**src/rtl/core/picr_pkg.sv**
```systemverilog
// types, codes and microcode table of the pi regulator sequencer
`default_nettype none

package picr_pkg;

    localparam int unsigned DATA_W = 32;
    localparam int unsigned UREG_W = 31;
    localparam int unsigned PROD_W = 64;
    localparam int unsigned FRAC_W = 16;
    localparam int unsigned WIDE_W = 49;

    localparam logic [UREG_W-1:0]        KP_RESET      = 31'd65536;
    localparam logic [UREG_W-1:0]        INV_TI_RESET  = 31'd65536;
    localparam logic [UREG_W-1:0]        HALF_TS_RESET = 31'd32768;
    localparam logic [UREG_W-1:0]        ILIMIT_RESET  = 31'd6553600;
    localparam logic signed [DATA_W-1:0] OUT_MIN_RESET = 32'sd0;
    localparam logic signed [DATA_W-1:0] OUT_MAX_RESET = 32'sd6553600;
    localparam logic [UREG_W-1:0]        STEP_RESET    = 31'd16384;

    typedef enum logic [2:0] {
        CFG_GAIN_KP        = 3'd0,
        CFG_INV_TI         = 3'd1,
        CFG_HALF_TS        = 3'd2,
        CFG_INTEGRAL_LIMIT = 3'd3,
        CFG_OUT_MIN        = 3'd4,
        CFG_OUT_MAX        = 3'd5,
        CFG_STEP_LIMIT     = 3'd6
    } cfg_idx_t;

    typedef struct packed {
        logic [UREG_W-1:0]        gain_kp;
        logic [UREG_W-1:0]        inv_ti;
        logic [UREG_W-1:0]        half_ts;
        logic [UREG_W-1:0]        integral_limit;
        logic signed [DATA_W-1:0] out_min;
        logic signed [DATA_W-1:0] out_max;
        logic [UREG_W-1:0]        step_limit;
    } cfg_t;

    typedef enum logic [1:0] {
        STAT_NONE = 2'd0,
        STAT_MIN  = 2'd1,
        STAT_MAX  = 2'd2
    } stat_t;

    typedef enum logic [3:0] {
        ST_IDLE  = 4'd0,
        ST_ERR   = 4'd1,
        ST_MUL_I = 4'd2,
        ST_INTEG = 4'd3,
        ST_MUL_P = 4'd4,
        ST_INNER = 4'd5,
        ST_MUL_D = 4'd6,
        ST_OUT   = 4'd7,
        ST_RAMP  = 4'd8
    } step_t;

    typedef enum logic [2:0] {
        UOP_NOP   = 3'd0,
        UOP_LOAD  = 3'd1,
        UOP_ERR   = 3'd2,
        UOP_MUL   = 3'd3,
        UOP_INTEG = 3'd4,
        UOP_INNER = 3'd5,
        UOP_OUT   = 3'd6,
        UOP_RAMP  = 3'd7
    } uop_t;

    typedef enum logic [1:0] {
        MUL_TRAP  = 2'd0,
        MUL_INT   = 2'd1,
        MUL_DRIVE = 2'd2
    } mul_sel_t;

    typedef enum logic [2:0] {
        COND_NEVER    = 3'd0,
        COND_ALWAYS   = 3'd1,
        COND_ACCEPT   = 3'd2,
        COND_RAMP     = 3'd3,
        COND_OUT_FREE = 3'd4
    } cond_t;

    typedef struct packed {
        uop_t     uop;
        mul_sel_t mul_sel;
        cond_t    cond;
        logic     hold;
        step_t    target;
    } ctrl_t;

    typedef struct packed {
        logic accept;
        logic op_ramp;
        logic out_free;
    } flags_t;

    function automatic ctrl_t picr_ucode(input step_t step);
        ctrl_t w;
        w = '{uop: UOP_NOP, mul_sel: MUL_TRAP, cond: COND_NEVER, hold: 1'b0,
              target: ST_IDLE};
        case (step)
            ST_IDLE:
            begin
                w.uop    = UOP_LOAD;
                w.cond   = COND_ACCEPT;
                w.hold   = 1'b1;
                w.target = ST_ERR;
            end
            ST_ERR:
            begin
                w.uop    = UOP_ERR;
                w.cond   = COND_RAMP;
                w.target = ST_RAMP;
            end
            ST_MUL_I:
            begin
                w.uop     = UOP_MUL;
                w.mul_sel = MUL_TRAP;
            end
            ST_INTEG:
            begin
                w.uop = UOP_INTEG;
            end
            ST_MUL_P:
            begin
                w.uop     = UOP_MUL;
                w.mul_sel = MUL_INT;
            end
            ST_INNER:
            begin
                w.uop = UOP_INNER;
            end
            ST_MUL_D:
            begin
                w.uop     = UOP_MUL;
                w.mul_sel = MUL_DRIVE;
            end
            ST_OUT:
            begin
                w.uop    = UOP_OUT;
                w.cond   = COND_OUT_FREE;
                w.hold   = 1'b1;
                w.target = ST_IDLE;
            end
            ST_RAMP:
            begin
                w.uop    = UOP_RAMP;
                w.cond   = COND_ALWAYS;
                w.target = ST_IDLE;
            end
            default:
            begin
                w.cond   = COND_ALWAYS;
                w.target = ST_IDLE;
            end
        endcase
        return w;
    endfunction

    function automatic logic signed [DATA_W-1:0] sat32(input logic signed [WIDE_W-1:0] x);
        logic signed [WIDE_W-1:0] hi;
        logic signed [WIDE_W-1:0] lo;
        hi = 49'sd2147483647;
        lo = -49'sd2147483648;
        if (x > hi)
        begin
            return hi[DATA_W-1:0];
        end
        else if (x < lo)
        begin
            return lo[DATA_W-1:0];
        end
        return x[DATA_W-1:0];
    endfunction

endpackage

`default_nettype wire

```
**src/rtl/core/picr_cfg.sv**
```systemverilog
// configuration register bank
`default_nettype none

module picr_cfg (
    input  wire logic                  clk,
    input  wire logic                  rst_n,
    input  wire logic                  cfg_we,
    input  wire logic [2:0]            cfg_addr,
    input  wire logic [31:0]           cfg_data,
    output picr_pkg::cfg_t             cfg
);
    import picr_pkg::*;

    cfg_t cfg_reg;
    cfg_t cfg_next;

    always_comb
    begin
        cfg_next = cfg_reg;
        if (cfg_we)
        begin
            case (cfg_addr)
                CFG_GAIN_KP:        cfg_next.gain_kp        = cfg_data[UREG_W-1:0];
                CFG_INV_TI:         cfg_next.inv_ti         = cfg_data[UREG_W-1:0];
                CFG_HALF_TS:        cfg_next.half_ts        = cfg_data[UREG_W-1:0];
                CFG_INTEGRAL_LIMIT: cfg_next.integral_limit = cfg_data[UREG_W-1:0];
                CFG_OUT_MIN:        cfg_next.out_min        = $signed(cfg_data);
                CFG_OUT_MAX:        cfg_next.out_max        = $signed(cfg_data);
                CFG_STEP_LIMIT:     cfg_next.step_limit     = cfg_data[UREG_W-1:0];
                default:            cfg_next = cfg_reg;
            endcase
        end
    end

    always_ff @(posedge clk or negedge rst_n)
    begin
        if (!rst_n)
        begin
            cfg_reg.gain_kp        <= KP_RESET;
            cfg_reg.inv_ti         <= INV_TI_RESET;
            cfg_reg.half_ts        <= HALF_TS_RESET;
            cfg_reg.integral_limit <= ILIMIT_RESET;
            cfg_reg.out_min        <= OUT_MIN_RESET;
            cfg_reg.out_max        <= OUT_MAX_RESET;
            cfg_reg.step_limit     <= STEP_RESET;
        end
        else
        begin
            cfg_reg <= cfg_next;
        end
    end

    assign cfg = cfg_reg;

endmodule

`default_nettype wire

```
**config.mk**
```make
export PLATFORM = sky130hd
export DESIGN_NAME = picr_cfg
export DESIGN_NICKNAME = d
export VERILOG_FILES = /design/src/rtl/core/picr_pkg.sv /design/src/rtl/core/picr_cfg.sv
export SDC_FILE = /design/constraint.sdc
export NUM_CORES = 1
export LEC_CHECK = 0
export BUFFER_PORTS_ARGS = -buffer_cell sky130_fd_sc_hd__buf_2
export CORE_ASPECT_RATIO = 0.6
export CORE_MARGIN = 1
export CORE_UTILIZATION = 56
export CTS_BUF_LIST = sky130_fd_sc_hd__clkbuf_2 sky130_fd_sc_hd__clkbuf_4 sky130_fd_sc_hd__clkbuf_8
export DETAILED_ROUTE_END_ITERATION = 10
export HOLD_SLACK_MARGIN = 0.02
export PLACE_DENSITY = 0.86
export SLEW_MARGIN = 20
export SYNTH_ARGS = -nofsm -noshare
export SYNTH_HDL_FRONTEND = slang
export SYNTH_SLANG_ARGS = --single-unit
```
**constraint.sdc**
```tcl
create_clock -name clk -period 2.1 [get_ports clk]
set_clock_uncertainty 0.15 [all_clocks]
set_input_delay 0 -clock clk [delete_from_list [all_inputs] [get_ports clk]]
set_output_delay 0 -clock clk [all_outputs]
set_load 0.02 [all_outputs]
```
==> out/results.tsv <==
stage	metric	value	unit
power_and_ir_drop	PwrDens	1170	mW/mm²
sta	Final Max Slew Viols	0	
yosys	Synth area leaders	dfrtp_1 64%, mux2_2 25%, mux2_1 5.1%, dfstp_2 3.2%, buf_4 0.82%	
routing	Final ANT Viol Nets	0	
grt	initial antenna violation count	0	
die	# rows	33	
hold_path	HP Class	input port to flip-flop	
yosys	Post-Syn Instances	467	
grt	all-layer global routing usage	0.277	
finish	register area	0.00549	mm²
yosys	Post-synth EDFFs	0	
place	pre-CTS WS	503	ps
clock_network	Max H-tree Level	1	
setup_path	endpoint class of the critical path	flip-flop	
yosys	sequential area share after synthesis	0.669	
die	io pins	257	
sta	final setup violation count	0	
clock_network	CTS Buffer Depth	3	
setup_path	Worst Setup Path Type	input port to flip-flop	
finish	Antenna Cells	0	
finish	Fillers	809	
setup_path	Worst Path Required	2350	ps
place	placed cell areas	0.00980	mm²
die	die area	0.0152	mm²
clock_network	Setup Fix Bufs, Post-CTS	0	
die	die height	95.8	µm
setup_path	Worst setup SP type	input port	
grt	global-route wire length before repair	31.5	mm
yosys	top cell type by total area after synthesis	dfrtp_1	
routing	DRC viols	0	
place	IO Port Bufs	256	
die	die width	158	µm
finish	P&R area growth vs syn	32.8	%
yosys	Yosys top cell area share	0.637	
yosys	synthesized area	0.00821	mm²
finish	post-layout util	0.781	
routing	WL/cell	20.5	µm
run_status	status	complete, no violations	
yosys	syn_area_per_cell	17.6	µm²
routing	Via density	5.29	
clock_network	CTS tree	yes	
finish	Final nets	832	
yosys	Synth Warn #	0	
finish	share of post-route cells with drive strength above 1	0.647	
setup_path	Worst Path Arrival	2300	ps
yosys	Post-synth top flop	dfrtp_1	
die	Starting Density	0.588	
yosys	most frequent cell after synthesis	dfrtp_1	
place	GPL Wtd Cong	0.808	
finish	area of the multi-input gates	0.00257	mm²
sta	Highest Clock Rate	0.488	GHz
clock_network	clk sink count	219	
clock_network	clock-pin transition on the worst setup and hold timing paths	70	ps
yosys	Mapped Nets	505	
routing	drt first-iter violations	267	
sta	final hold vios	0	
yosys	#FFs+latches synth	219	
clock_network	CTS Buf Count	31	
sta	final period utilization	0.977	
routing	Via Count	5344	
sta	Setup TNS Final	0	ps
grt	largest net degree at the start of global routing	73	
finish	Largest register FFs	219	
die	Core ar.	0.0140	mm²
sta	Worst-Margin Slew	613	ps
power_and_ir_drop	VDD IR max	0.789	mV
clock_network	Skew-Pair Late Insertion Delay	530	ps
sta	unrepaired setup endpoints after global routing	no	
yosys	Post-synth top cells	209 x dfrtp_1, 182 x mux2_2, 37 x mux2_1, 10 x buf_2, 10 x dfstp_2	
run	Max-Cap Viols	0	
grt	vias in the first global route	5647	
routing	DRT Pass-1 Iters	4	
place	Detailed Place HPWL	13.6	mm
sta	setup ws final	49.2	ps
setup_path	CP max FO	28	
yosys	synth unique cells	12	
power_and_ir_drop	Pleak	5.28	nW
finish	post-route cell area	0.0109	mm²
routing	Total Wirelength	20.8	mm
grt	gr ovfl total	0	
clock_network	Root Driver	clkbuf_8	
sta	Slew HR	0.592	
yosys	ys async rst share	1.00	
sta	minimum clock period	2050	ps
==> layout make-up <==
type,instances,share of cell area
Timing Repair Buffer,316,0.175
Tap cell,192,0.0220
Clock inverter,7,0.00574
Multi-Input combinational cell,226,0.235
Sequential cell,219,0.504
Clock buffer,51,0.0581
==> where the power goes <==
| group | leakage, nW | total, mW | switching (mW) | internal (mW) |
|---|---|---|---|---|
| registers | 2.61 | 5.69 | 0.506 | 5.18 |
| logic | 2.29 | 3.52 | 2.12 | 1.40 |
| clock network | 0.372 | 3.57 | 1.54 | 2.03 |
| total | 5.28 | 12.8 | 4.16 | 8.61 |
==> critical path: stages <==
cell and delay [ps]:
dlygate4sd3_1 550, buf_2 190, nor4bb_4 290, dlygate4sd3_1 660, buf_12 240, mux2_1 360
==> worst paths after layout <==
check,startpoint,end,slack [ps],depth (start not counted)
worst min register to register,cfg[70]$_DFFE_PN0P_,cfg[70]$_DFFE_PN0P_,340,1
worst max register to register,cfg[218]$_DFFE_PN0P_,cfg[218]$_DFFE_PN0P_,630,2
worst min-delay path,cfg_data[31],cfg[62]$_DFFE_PN0P_,130,3
min in group asynchronous,rst_n,cfg[2]$_DFFE_PN0P_,440,3
max in group asynchronous,rst_n,cfg[49]$_DFFE_PN1P_,590,4
worst max-delay path,cfg_addr[0],cfg[80]$_DFFE_PN0P_,50,6
==> repair_timing <==
action / 4_1_cts / 5_1_grt
hold buffers: 40 / 0
setup endpoints to repair: 0 / 1
endpoints found under the hold margin: 435 / 0
resized for setup: 0 / 1
==> placed cells by master, fill, tap and decap left out, types with 2 or more instances in the layout <==
master           n
dfstp_2         10
clkbuf_8        41
clkinv_2         5
clkbuf_4        11
buf_4           14
buf_12           5
and4bb_2         2
dlygate4sd3_1   40
nand4b_1         3
mux2_1          37
buf_2          255
dfrtp_1        209
mux2_2         182
==> cell families (layout without fill, tap and decap cells) <==
family	Yosys count	after routing	synth area share
AND/OR/NAND/NOR	7	7	0.0104
flip-flops	219	219	0.669
multiplexers	219	219	0.301
buffers and inverters	22	374	0.0198
==> per-stage QoR <==
step	hold slack [ps]	std cells	power [mW]
floorplan	-446	467	7.70
global placement	-105	913	9.03
detailed placement	-90.1	913	9.19
CTS	64.7	1011	12.9
global route	99.0	1011	13.4
finish	131	1011	12.8
==> routing by layer <==
| metal | vias up | wire (µm) | track usage |
|---|---|---|---|
| met2 | 211 | 10100 | 0.463 |
| met5 | - | 0 | 0 |
| met4 | 0 | 378 | 0.0809 |
| met3 | 29 | 1510 | 0.0828 |
| li1 | 2336 | - | - |
| met1 | 2768 | 8810 | 0.354 |
(Power assumes the default switching activity.)
