==> src/rtl/core/picr_pkg.sv <==
// types, codes and microcode table of the pi regulator sequencer
`default_nettype none

package picr_pkg;

    localparam int unsigned DATA_W = 32;
    localparam int unsigned UREG_W = 31;
    localparam int unsigned PROD_W = 64;
    localparam int unsigned FRAC_W = 16;
    localparam int unsigned WIDE_W = 49;

    localparam logic [UREG_W-1:0]        KP_RESET      = 31'd65536;
    localparam logic [UREG_W-1:0]        INV_TI_RESET  = 31'd65536;
    localparam logic [UREG_W-1:0]        HALF_TS_RESET = 31'd32768;
    localparam logic [UREG_W-1:0]        ILIMIT_RESET  = 31'd6553600;
    localparam logic signed [DATA_W-1:0] OUT_MIN_RESET = 32'sd0;
    localparam logic signed [DATA_W-1:0] OUT_MAX_RESET = 32'sd6553600;
    localparam logic [UREG_W-1:0]        STEP_RESET    = 31'd16384;

    typedef enum logic [2:0] {
        CFG_GAIN_KP        = 3'd0,
        CFG_INV_TI         = 3'd1,
        CFG_HALF_TS        = 3'd2,
        CFG_INTEGRAL_LIMIT = 3'd3,
        CFG_OUT_MIN        = 3'd4,
        CFG_OUT_MAX        = 3'd5,
        CFG_STEP_LIMIT     = 3'd6
    } cfg_idx_t;

    typedef struct packed {
        logic [UREG_W-1:0]        gain_kp;
        logic [UREG_W-1:0]        inv_ti;
        logic [UREG_W-1:0]        half_ts;
        logic [UREG_W-1:0]        integral_limit;
        logic signed [DATA_W-1:0] out_min;
        logic signed [DATA_W-1:0] out_max;
        logic [UREG_W-1:0]        step_limit;
    } cfg_t;

    typedef enum logic [1:0] {
        STAT_NONE = 2'd0,
        STAT_MIN  = 2'd1,
        STAT_MAX  = 2'd2
    } stat_t;

    typedef enum logic [3:0] {
        ST_IDLE  = 4'd0,
        ST_ERR   = 4'd1,
        ST_MUL_I = 4'd2,
        ST_INTEG = 4'd3,
        ST_MUL_P = 4'd4,
        ST_INNER = 4'd5,
        ST_MUL_D = 4'd6,
        ST_OUT   = 4'd7,
        ST_RAMP  = 4'd8
    } step_t;

    typedef enum logic [2:0] {
        UOP_NOP   = 3'd0,
        UOP_LOAD  = 3'd1,
        UOP_ERR   = 3'd2,
        UOP_MUL   = 3'd3,
        UOP_INTEG = 3'd4,
        UOP_INNER = 3'd5,
        UOP_OUT   = 3'd6,
        UOP_RAMP  = 3'd7
    } uop_t;

    typedef enum logic [1:0] {
        MUL_TRAP  = 2'd0,
        MUL_INT   = 2'd1,
        MUL_DRIVE = 2'd2
    } mul_sel_t;

    typedef enum logic [2:0] {
        COND_NEVER    = 3'd0,
        COND_ALWAYS   = 3'd1,
        COND_ACCEPT   = 3'd2,
        COND_RAMP     = 3'd3,
        COND_OUT_FREE = 3'd4
    } cond_t;

    typedef struct packed {
        uop_t     uop;
        mul_sel_t mul_sel;
        cond_t    cond;
        logic     hold;
        step_t    target;
    } ctrl_t;

    typedef struct packed {
        logic accept;
        logic op_ramp;
        logic out_free;
    } flags_t;

    function automatic ctrl_t picr_ucode(input step_t step);
        ctrl_t w;
        w = '{uop: UOP_NOP, mul_sel: MUL_TRAP, cond: COND_NEVER, hold: 1'b0,
              target: ST_IDLE};
        case (step)
            ST_IDLE:
            begin
                w.uop    = UOP_LOAD;
                w.cond   = COND_ACCEPT;
                w.hold   = 1'b1;
                w.target = ST_ERR;
            end
            ST_ERR:
            begin
                w.uop    = UOP_ERR;
                w.cond   = COND_RAMP;
                w.target = ST_RAMP;
            end
            ST_MUL_I:
            begin
                w.uop     = UOP_MUL;
                w.mul_sel = MUL_TRAP;
            end
            ST_INTEG:
            begin
                w.uop = UOP_INTEG;
            end
            ST_MUL_P:
            begin
                w.uop     = UOP_MUL;
                w.mul_sel = MUL_INT;
            end
            ST_INNER:
            begin
                w.uop = UOP_INNER;
            end
            ST_MUL_D:
            begin
                w.uop     = UOP_MUL;
                w.mul_sel = MUL_DRIVE;
            end
            ST_OUT:
            begin
                w.uop    = UOP_OUT;
                w.cond   = COND_OUT_FREE;
                w.hold   = 1'b1;
                w.target = ST_IDLE;
            end
            ST_RAMP:
            begin
                w.uop    = UOP_RAMP;
                w.cond   = COND_ALWAYS;
                w.target = ST_IDLE;
            end
            default:
            begin
                w.cond   = COND_ALWAYS;
                w.target = ST_IDLE;
            end
        endcase
        return w;
    endfunction

    function automatic logic signed [DATA_W-1:0] sat32(input logic signed [WIDE_W-1:0] x);
        logic signed [WIDE_W-1:0] hi;
        logic signed [WIDE_W-1:0] lo;
        hi = 49'sd2147483647;
        lo = -49'sd2147483648;
        if (x > hi)
        begin
            return hi[DATA_W-1:0];
        end
        else if (x < lo)
        begin
            return lo[DATA_W-1:0];
        end
        return x[DATA_W-1:0];
    endfunction

endpackage

`default_nettype wire

==> src/rtl/core/picr_seq.sv <==
// microcode sequencer: step counter, jump logic and control word table
`default_nettype none

module picr_seq (
    input  wire logic             clk,
    input  wire logic             rst_n,
    input  wire picr_pkg::flags_t flags,
    output picr_pkg::ctrl_t       ctrl
);
    import picr_pkg::*;

    step_t pc_reg;
    step_t pc_next;
    ctrl_t word;
    logic  taken;

    // control word output
    always_comb
    begin
        word = picr_ucode(pc_reg);
    end

    // next step
    always_comb
    begin
        case (word.cond)
            COND_NEVER:    taken = 1'b0;
            COND_ALWAYS:   taken = 1'b1;
            COND_ACCEPT:   taken = flags.accept;
            COND_RAMP:     taken = flags.op_ramp;
            COND_OUT_FREE: taken = flags.out_free;
            default:       taken = 1'b1;
        endcase
        if (taken)
        begin
            pc_next = word.target;
        end
        else if (word.hold)
        begin
            pc_next = pc_reg;
        end
        else
        begin
            pc_next = step_t'(pc_reg + 4'd1);
        end
    end

    always_ff @(posedge clk or negedge rst_n)
    begin
        if (!rst_n)
        begin
            pc_reg <= ST_IDLE;
        end
        else
        begin
            pc_reg <= pc_next;
        end
    end

    assign ctrl = word;

endmodule

`default_nettype wire

==> config.mk <==
export PLATFORM = sky130hd
export DESIGN_NAME = picr_seq
export DESIGN_NICKNAME = d
export VERILOG_FILES = /design/src/rtl/core/picr_pkg.sv /design/src/rtl/core/picr_seq.sv
export SDC_FILE = /design/constraint.sdc
export NUM_CORES = 1
export LEC_CHECK = 0
export ABC_AREA = 1
export BUFFER_PORTS_ARGS = -buffer_cell sky130_fd_sc_hd__clkbuf_2
export CELL_PAD_IN_SITES_DETAIL_PLACEMENT = 2
export CELL_PAD_IN_SITES_GLOBAL_PLACEMENT = 2
export CORE_UTILIZATION = 27
export CTS_BUF_LIST = sky130_fd_sc_hd__clkbuf_4 sky130_fd_sc_hd__clkbuf_8
export DETAILED_ROUTE_END_ITERATION = 16
export HOLD_SLACK_MARGIN = 0.02
export PLACE_DENSITY = 0.81
export SYNTH_ARGS = -nofsm -noshare
export SYNTH_HDL_FRONTEND = slang
export SYNTH_SLANG_ARGS = --single-unit
==> constraint.sdc <==
create_clock -name clk -period 2.8 [get_ports clk]
set_clock_uncertainty 0.05 [all_clocks]
set_input_delay 0.56 -clock clk [delete_from_list [all_inputs] [get_ports clk]]
set_output_delay 0.56 -clock clk [all_outputs]
set_load 0.01 [all_outputs]
==> results of run 1 <==
-- final timing paths --
kind,slack [ps],to
worst max register to register,1110,pc_reg[0]$_DFFE_PN0P_
worst min-delay path,80,pc_reg[2]$_DFFE_PN0P_
max in group asynchronous,2490,pc_reg[1]$_DFFE_PN0P_
worst max-delay path,440,ctrl[11]
worst min register to register,520,pc_reg[0]$_DFFE_PN0P_
min in group clk,520,pc_reg[0]$_DFFE_PN0P_
-- power by group --
group	internal, mW	leakage, nW	switching [mW]
Combinational	0.192	0.268	0.359
Clock	0.0478	0.0138	0.0219
Sequential	0.0785	0.0527	0.0278
-- logic make-up after synthesis --
group | count (synthesis)
other cells | 1
buf+inv | 14
simple gates | 39
compound gates | 7
flops | 4
xor+xnor | 1
fa+ha+maj | 4
-- worst register-to-register path: stages (launching register included) --
cell	delay, ps
dfrtp_1	410
inv_1	130
ha_1	280
nand3_1	130
nand2_1	150
nor2_4	50
nand2_4	100
nand2_2	70
nand2_1	60
nand2_1	40
nand2_1	60
nand2_1	50
-- cells in the mapped netlist --
cell type  instances
nand3_1            8
nand2_4            1
conb_1             1
nor2_4             3
o21ai_0            3
inv_2              3
buf_4              2
nand2_2            3
nor2_2             3
nor2_1             2
inv_4              1
nand2_1           15
inv_1              7
o21ai_1            2
buf_6              1
dfrtp_1            4
nand3_2            1
ha_1               4
nand4_1            2
a21oi_1            2
or3_1              1
xor2_1             1
-- per-layer routing --
| layer | routed length [um] | GRT usage (%) |
|---|---|---|
| met1 | 647 | 22.6 |
| met2 | 656 | 24.7 |
| met3 | 40 | 4.90 |
| met4 | 0 | 3.64 |
| met5 | 0 | 0 |
-- layout by cell type (no fill, tap or decap) --
| master | Yosys | layout |
|---|---|---|
| nor2_2 | 3 | 3 |
| nand3_2 | 1 | 1 |
| nor2_1 | 2 | 2 |
| dfrtp_1 | 4 | 4 |
| nor2_4 | 3 | 3 |
| nand2_2 | 3 | 3 |
| xor2_1 | 1 | 1 |
| nand4_1 | 2 | 2 |
| o21ai_0 | 3 | 3 |
| nand2_4 | 1 | 1 |
| nand3_1 | 8 | 8 |
| conb_1 | 1 | 2 |
| inv_1 | 7 | 7 |
| or3_1 | 1 | 1 |
| clkbuf_2 | 0 | 15 |
| inv_4 | 1 | 1 |
| ha_1 | 4 | 4 |
| o21ai_1 | 2 | 2 |
| inv_2 | 3 | 3 |
| nand2_1 | 15 | 15 |
| a21oi_1 | 2 | 2 |
| clkbuf_4 | 0 | 3 |
-- per-stage QoR --
| step | instances | setup WS (ps) | hold slack [ps] | cell area [sq um] | total power [mW] |
|---|---|---|---|---|---|
| after floorplan | 71 | 899 | 214 | 487 | 0.497 |
| after global placement | 107 | 681 | 318 | 566 | 0.652 |
| after detailed placement | 107 | 681 | 321 | 566 | 0.672 |
| after CTS | 110 | 424 | 73.6 | 588 | 0.746 |
| after global routing | 110 | 343 | 66.8 | 588 | 0.810 |
| final | 110 | 438 | 79.9 | 588 | 0.727 |
-- area by class of cell --
type                       count  area (sq um)  share of cell area (%)
sequential                     4           100                    17.0
multi-input combinational     53           317                    53.8
tap                           24          30.0                    5.11
timing repair buffer          15          75.1                    12.8
inverter                      11          43.8                    7.45
clock buffer                   3          22.5                    3.83
==> flow_summary.json, run 1 <==
{
  "ctsHoldBuffers": 0,
  "synthTopCellsByArea": "dfrtp_1 21%, nand2_1 12%, ha_1 10%, nand3_1 8.3%, nor2_4 7.0%",
  "clk_latency_ps": 230,
  "start_kind": "flop",
  "synth_cells": 70,
  "worstHoldPathType": "input pin to async pin",
  "layout.nets": 97,
  "dieWidth_um": 44.3,
  "rsz0062_at_grt": "no",
  "grtUsageTotal_pct": 16.2,
  "io_pins": 18,
  "fin_crit_sh_pct": 84.4,
  "clk_pin_slew_ps": 40,
  "largest_reg_flops": 4,
  "grt_pass1_wl_um": 2330,
  "grt_pass1_vias": 507,
  "drtIter0Drc": 4,
  "wl_per_cell_um": 12.2,
  "grt_max_degree": 11,
  "clockBufferDepth": 2,
  "start_util_pct": 30.3,
  "path_max_fanout": 5,
  "rows": 14,
  "synth_top_family_by_area": "simple AND/OR/NAND/NOR gates",
  "die_area_sq_um": 1960,
  "maxCapViolCount": 0,
  "cts_buffers": 3,
  "yosysTopAreaCell": "dfrtp_1",
  "setup.worst_path.start": "pc_reg[0]$_DFFE_PN0P_",
  "hold_violations": 0,
  "path_cells": "inv_1, ha_1, nand3_1, nand2_1, or3_1, clkbuf_2",
  "first_pass_iters": 2,
  "setup_viol": 0,
  "worst_path_max_delay_cell": "dfrtp_1",
  "synth-seq-area-share_pct": 20.7,
  "ant_nets": 0,
  "ys_ff_latch": 4,
  "critical_path_depth": 6,
  "numClockSinks": 4,
  "cts.repair.resized": 0,
  "place_hpwl_um": 1190,
  "fillers": 202,
  "cts_tree": "done",
  "core_area_sq_um": 1590,
  "yosys.area.top_type_share_pct": 20.7,
  "powerDensity_nw_per_um2": 1240,
  "drc": 0,
  "synth-simple-area-share_pct": 44.6,
  "cpLargestDelayFamily": "simple AND/OR/NAND/NOR gates",
  "slowest_delay_ps": 400,
  "io_buffers": 15,
  "synth_fa_ha_area_share_pct": 10.4,
  "synth_xor_area_share_pct": 1.81,
  "setup_tns_ps": 0,
  "end_kind": "output pin",
  "die_y_um": 44.3,
  "overflow": 0,
  "via_per_inst": 4.60,
  "cts.htree.levels": 1,
  "dr_total_vias": 506,
  "cts_setup_buffers": 0,
  "antenna_cells": 0,
  "period_minus_slack_ps": 2360,
  "yosysWarningCount": 0,
  "clock-root-buffer": "clkbuf_4",
  "arrival_ps": 1750,
  "wl_um": 1340,
  "antenna_found_initial": 0,
  "synth-compound-area-share_pct": 7.25,
  "synth_mux_area_share_pct": 0,
  "ir_drop_v": 0.000390,
  "syn_to_final_growth_pct": 21.8,
  "required_ps": 2190,
  "crit_buf_inv": 2,
  "leakagePower_nw": 0.334,
  "synthDistinctLibCells": 22,
  "clock.fmax_mhz": 423,
  "netlist_area_sq_um": 483,
  "final_core_util_pct": 36.9,
  "crit-reg2reg-launch": "pc_reg[0]$_DFFE_PN0P_",
  "avgSynthCellArea_sq_um": 6.90,
  "status": "complete, no violations",
  "criticalPathCategory": "flop to output pin",
  "drive_gt1_share_pct": 38.4,
  "gp_congestion": 0.733,
  "drv_slew": 0,
  "reg2regPathDepth": 11
}
(Power assumes the default switching activity.)
==> run 2, diff against run 1 <==
--- a/config.mk
+++ b/config.mk
@@ -9,11 +9,11 @@
 export BUFFER_PORTS_ARGS = -buffer_cell sky130_fd_sc_hd__clkbuf_2
 export CELL_PAD_IN_SITES_DETAIL_PLACEMENT = 2
 export CELL_PAD_IN_SITES_GLOBAL_PLACEMENT = 2
-export CORE_UTILIZATION = 27
+export CORE_UTILIZATION = 23
 export CTS_BUF_LIST = sky130_fd_sc_hd__clkbuf_4 sky130_fd_sc_hd__clkbuf_8
 export DETAILED_ROUTE_END_ITERATION = 16
 export HOLD_SLACK_MARGIN = 0.02
-export PLACE_DENSITY = 0.81
+export PLACE_DENSITY = 0.73
 export SYNTH_ARGS = -nofsm -noshare
 export SYNTH_HDL_FRONTEND = slang
 export SYNTH_SLANG_ARGS = --single-unit
==> constraint.sdc (replaced) <==
create_clock -name clk -period 1.9 [get_ports clk]
set_clock_uncertainty 0.05 [all_clocks]
set_input_delay 0.38 -clock clk [delete_from_list [all_inputs] [get_ports clk]]
set_output_delay 0.38 -clock clk [all_outputs]
set_load 0.01 [all_outputs]
==> run 2 against run 1 <==
The run now ends with negative setup slack left; sequential power up 52%; clock power grew 76%; critical path depth unchanged; die area increased by 17%; global-route usage is 4.0 points higher; non-clock buffer count increased by 13; count of clock-buffer cells in the layout did not move.
==> flow_summary.json, run 2 (same netlist as run 1, synthesis figures left out) <==
{
  "largest_reg_flops": 4,
  "start_util_pct": 24.6,
  "io_buffers": 15,
  "overflow": 0,
  "gp_congestion": 0.706,
  "antenna_cells": 0,
  "setup_viol": 3,
  "fin_crit_sh_pct": 107,
  "leakagePower_nw": 0.406,
  "antenna_found_initial": 0,
  "start_kind": "flop",
  "drc": 0,
  "drtIter0Drc": 10,
  "first_pass_iters": 4,
  "syn_to_final_growth_pct": 69.7,
  "clock.fmax_mhz": 493,
  "core_area_sq_um": 1960,
  "clockBufferDepth": 2,
  "maxCapViolCount": 0,
  "wl_per_cell_um": 17.5,
  "powerDensity_nw_per_um2": 1900,
  "place_hpwl_um": 1240,
  "drive_gt1_share_pct": 64.6,
  "numClockSinks": 4,
  "stdcell_count": 126,
  "grtUsageTotal_pct": 20.3,
  "r2r_setup_slack_ps": 130,
  "required_ps": 1470,
  "die_area_sq_um": 2290,
  "end_kind": "output pin",
  "grt_pass1_wl_um": 2950,
  "grt_pass1_vias": 601,
  "grt_max_degree": 9,
  "criticalPathCategory": "flop to output pin",
  "hold_violations": 0,
  "path_max_fanout": 3,
  "clock-root-buffer": "clkbuf_4",
  "ir_drop_v": 0.000630,
  "fin_area_sq_um": 820,
  "clk_latency_ps": 250,
  "via_per_inst": 4.72,
  "rsz0062_at_grt": "yes",
  "cts_buffers": 3,
  "die_y_um": 47.8,
  "cts_tree": "done",
  "ant_nets": 0,
  "worstHoldPathType": "input pin to flop",
  "cts.htree.levels": 1,
  "period_minus_slack_ps": 2030,
  "clk_pin_slew_ps": 50,
  "place_area_sq_um": 599,
  "placed_cells": 114,
  "regArea_sq_um": 103,
  "setup_slack_ps": -128,
  "arrival_ps": 1600,
  "multi_input_area_sq_um": 423,
  "violations": "negative setup slack",
  "final_common_cell": "clkbuf_2",
  "dieWidth_um": 47.8,
  "rows": 16,
  "io_pins": 18,
  "layout_common_cells": "12 x clkbuf_2, 11 x buf_4, 10 x nand2_1, 6 x nand3_1",
  "layout.nets": 110,
  "wl_um": 2200,
  "dr_total_vias": 595,
  "drv_slew": 0,
  "status": "finished with violations",
  "fillers": 233
}
[run 2: cell count changes in the layout (fill, tap and decap cells not counted), sizes merged]
cell,before,now
dlygate4sd3,0,1
clkbuf,18,15
buf,0,15
[run 2: final timing paths]
check,end,depth (start not counted),start
setup reg to reg,pc_reg[1]$_DFFE_PN0P_,8,pc_reg[0]$_DFFE_PN0P_
min in group asynchronous,pc_reg[3]$_DFFE_PN0P_,2,rst_n
max in group asynchronous,pc_reg[1]$_DFFE_PN0P_,2,rst_n
setup / recovery,ctrl[11],6,pc_reg[0]$_DFFE_PN0P_
hold reg to reg,pc_reg[2]$_DFFE_PN0P_,2,pc_reg[2]$_DFFE_PN0P_
hold / removal,pc_reg[3]$_DFFE_PN0P_,3,flags[1]
[run 2: area by class of cell]
type                            count  area share [%]
Sequential cell                     4            12.5
Timing Repair Buffer               28            23.4
Clock buffer                        3            2.75
Tap cell                           27            4.12
Multi-Input combinational cell     53            51.6
Inverter                           11            5.65
[run 2: power breakdown]
| group | internal, mW | switching, mW | total, mW |
|---|---|---|---|
| Combinational | 0.546 | 0.728 | 1.27 |
| Sequential | 0.117 | 0.0435 | 0.161 |
| Clock | 0.0718 | 0.0511 | 0.123 |
| Total | 0.735 | 0.823 | 1.56 |
[run 2: stage by stage]
stage               hold slack [ps]  TNS, ps  power [mW]  util (%)  setup slack, ps
global route                    408     -618        1.68      41.8             -178
CTS                             384     -171        1.35      38.4            -91.4
floorplan                      34.4        0       0.733         -              179
detailed placement              140    -80.9        1.02      30.5            -80.9
finish                          395     -290        1.56      41.8             -128
global placement                138        0       0.997      30.5             43.1
[run 2: timing repair]
action,in CTS,in global routing
gates resized for setup,21,15
hold endpoints to repair,4,0
pin swaps,6,2
setup buffers,6,2
endpoints found under the setup margin,4,5
hold buffers,1,0
[run 2: critical path, cell delays in order, from the launching register on]
cell	delay, ps
dfrtp_1	390
buf_6	140
ha_4	170
nand3_4	90
o21ai_4	60
or3_4	370
buf_6	130
[run 2: layer usage]
| metal | part of all wire (%) | vias to the layer above | global-route usage (%) |
|---|---|---|---|
| li1 | - | 282 | - |
| met1 | 37 | 280 | 19.0 |
| met2 | 54 | 23 | 38.9 |
| met3 | 3.8 | 10 | 5.66 |
| met4 | 4.6 | 0 | 11.1 |
| met5 | 0 | - | 0 |
==> run 3, diff against run 2 <==
--- a/config.mk
+++ b/config.mk
@@ -11,9 +11,10 @@
 export CELL_PAD_IN_SITES_GLOBAL_PLACEMENT = 2
 export CORE_UTILIZATION = 23
 export CTS_BUF_LIST = sky130_fd_sc_hd__clkbuf_4 sky130_fd_sc_hd__clkbuf_8
+export CTS_CLUSTER_SIZE = 12
 export DETAILED_ROUTE_END_ITERATION = 16
 export HOLD_SLACK_MARGIN = 0.02
-export PLACE_DENSITY = 0.73
+export PLACE_DENSITY = 0.78
 export SYNTH_ARGS = -nofsm -noshare
 export SYNTH_HDL_FRONTEND = slang
 export SYNTH_SLANG_ARGS = --single-unit
==> run 3 against run 2 <==
The flow still finishes with violations (negative setup slack); global-route usage decreased by 3.6 points; cell count is 2.4% lower; critical path type unchanged; count of clock-buffer cells in the layout is the same.
==> flow_summary.json, run 3 (same netlist as run 1, synthesis figures left out) <==
{
  "clkPwrFrac_pct": 8.6,
  "pwr-share-comb_pct": 79.3,
  "grt_pass1_wl_um": 2530,
  "criticalPathCategory": "flop to output pin",
  "wl_um": 1780,
  "internal_power_uw": 623,
  "io_buffers": 15,
  "worstHoldStart": "flags[1]",
  "grt_max_degree": 9,
  "wl_per_cell_um": 14.5,
  "crit-reg2reg-launch": "pc_reg[0]$_DFFE_PN0P_",
  "ant_nets": 0,
  "r2r_setup_slack_ps": 90,
  "p_switching_uw": 716,
  "power_mw": 1.34,
  "status": "finished with violations",
  "period_minus_slack_ps": 2000,
  "die_y_um": 47.8,
  "violations": "negative setup slack",
  "p_sw_share_pct": 53.5,
  "antenna_found_initial": 0,
  "place_hpwl_um": 1180,
  "cts.htree.levels": 1,
  "path_max_fanout": 3,
  "end_kind": "output pin",
  "setup_slack_ps": -104,
  "grt.busiest_layer": "met2",
  "global_route.usage.met3_pct": 4.53,
  "clk_pin_slew_ps": 40,
  "dieWidth_um": 47.8,
  "io_pins": 18,
  "start_kind": "flop",
  "clock.fmax_mhz": 499,
  "fin_crit_sh_pct": 105,
  "p_seq_share_pct": 12.1,
  "cts_tree": "done",
  "setup.worst_path.start": "pc_reg[0]$_DFFE_PN0P_",
  "die_area_sq_um": 2290,
  "grtUsageTotal_pct": 16.7,
  "powerDensity_nw_per_um2": 1780,
  "layout_common_cells": "13 x clkbuf_2, 11 x nand2_1, 7 x buf_4, 6 x nand2_2, 6 x nand3_1",
  "ir_drop_v": 0.000587,
  "core_area_sq_um": 1960,
  "leakagePower_nw": 0.387,
  "setup_tns_ps": -181,
  "start_util_pct": 24.6,
  "clock-root-buffer": "clkbuf_4",
  "drv_slew": 0,
  "layout.nets": 107,
  "drc": 0,
  "maxCapViolCount": 0,
  "clk_latency_ps": 240,
  "numClockSinks": 4,
  "drtIter0Drc": 5,
  "cts_buffers": 3,
  "final_common_cell": "clkbuf_2",
  "arrival_ps": 1570,
  "via_per_inst": 4.54,
  "clockBufferDepth": 2,
  "antenna_cells": 0,
  "gp_congestion": 0.703,
  "whs_ps": 413,
  "use_met1_pct": 18.4,
  "grt_pass1_vias": 560,
  "drive_gt1_share_pct": 58.3,
  "required_ps": 1470,
  "worstHoldPathType": "input pin to flop",
  "syn_to_final_growth_pct": 55.7,
  "setup_viol": 2,
  "dr_total_vias": 558,
  "rsz0062_at_grt": "yes",
  "rows": 16,
  "first_pass_iters": 3,
  "hold_violations": 0,
  "use_met2_pct": 30.3,
  "overflow": 0,
  "largest_reg_flops": 4
}
run 3: worst max-delay path, cell delays in order, from the launching register on:
cell and delay, ps:
dfrtp_2 440, buf_6 140, ha_4 170, nand3_2 90, o21ai_2 70, or3_1 300, clkbuf_2 130
run 3: routing by layer:
layer,share of wire [%],vias to the layer above
li1,-,273
met1,40,261
met2,52,18
met3,4.4,6
met4,3.1,0
met5,0,-
run 3: repair_timing:
action	in CTS	in global routing
resized for setup	22	3
setup buffers	5	0
hold buffers	1	0
pin swaps	1	0
setup endpoints to repair	4	5
hold endpoints to repair	4	0
run 3: worst paths after layout:
check                      cells after the start                    end
max                                            6               ctrl[11]
min                                            3  pc_reg[3]$_DFFE_PN0P_
max reg2reg                                   10  pc_reg[0]$_DFFE_PN0P_
min reg2reg                                    2  pc_reg[1]$_DFFE_PN0P_
max in group asynchronous                      2  pc_reg[0]$_DFFE_PN0P_
min in group asynchronous                      2  pc_reg[0]$_DFFE_PN0P_
run 3: final cells by class:
class	count	area (sq um)
Sequential cell	4	101
Clock buffer	3	22.5
Timing Repair Buffer	25	160
Multi-Input combinational cell	53	390
Tap cell	27	33.8
Inverter	11	43.8
Fill cell	252	1210
run 3: power groups by stage:
stage	registers, mW	clock network, mW	logic (mW)
CTS	0.162	0.109	1.05
floorplan	0.140	0	0.592
global route	0.166	0.121	1.18
detailed placement	0.155	0	0.861
finish	0.163	0.114	1.06
global placement	0.151	0	0.839
run 3: stage by stage:
stage	std cells	setup WS (ps)	utilization, %	area (sq um)
final	123	-104	38.3	752
after global routing	123	-175	38.3	752
after CTS	123	-83.2	38.1	747
after detailed placement	114	-23.9	30.5	599
after global placement	114	50.0	30.5	599
after floorplan	71	179	-	487
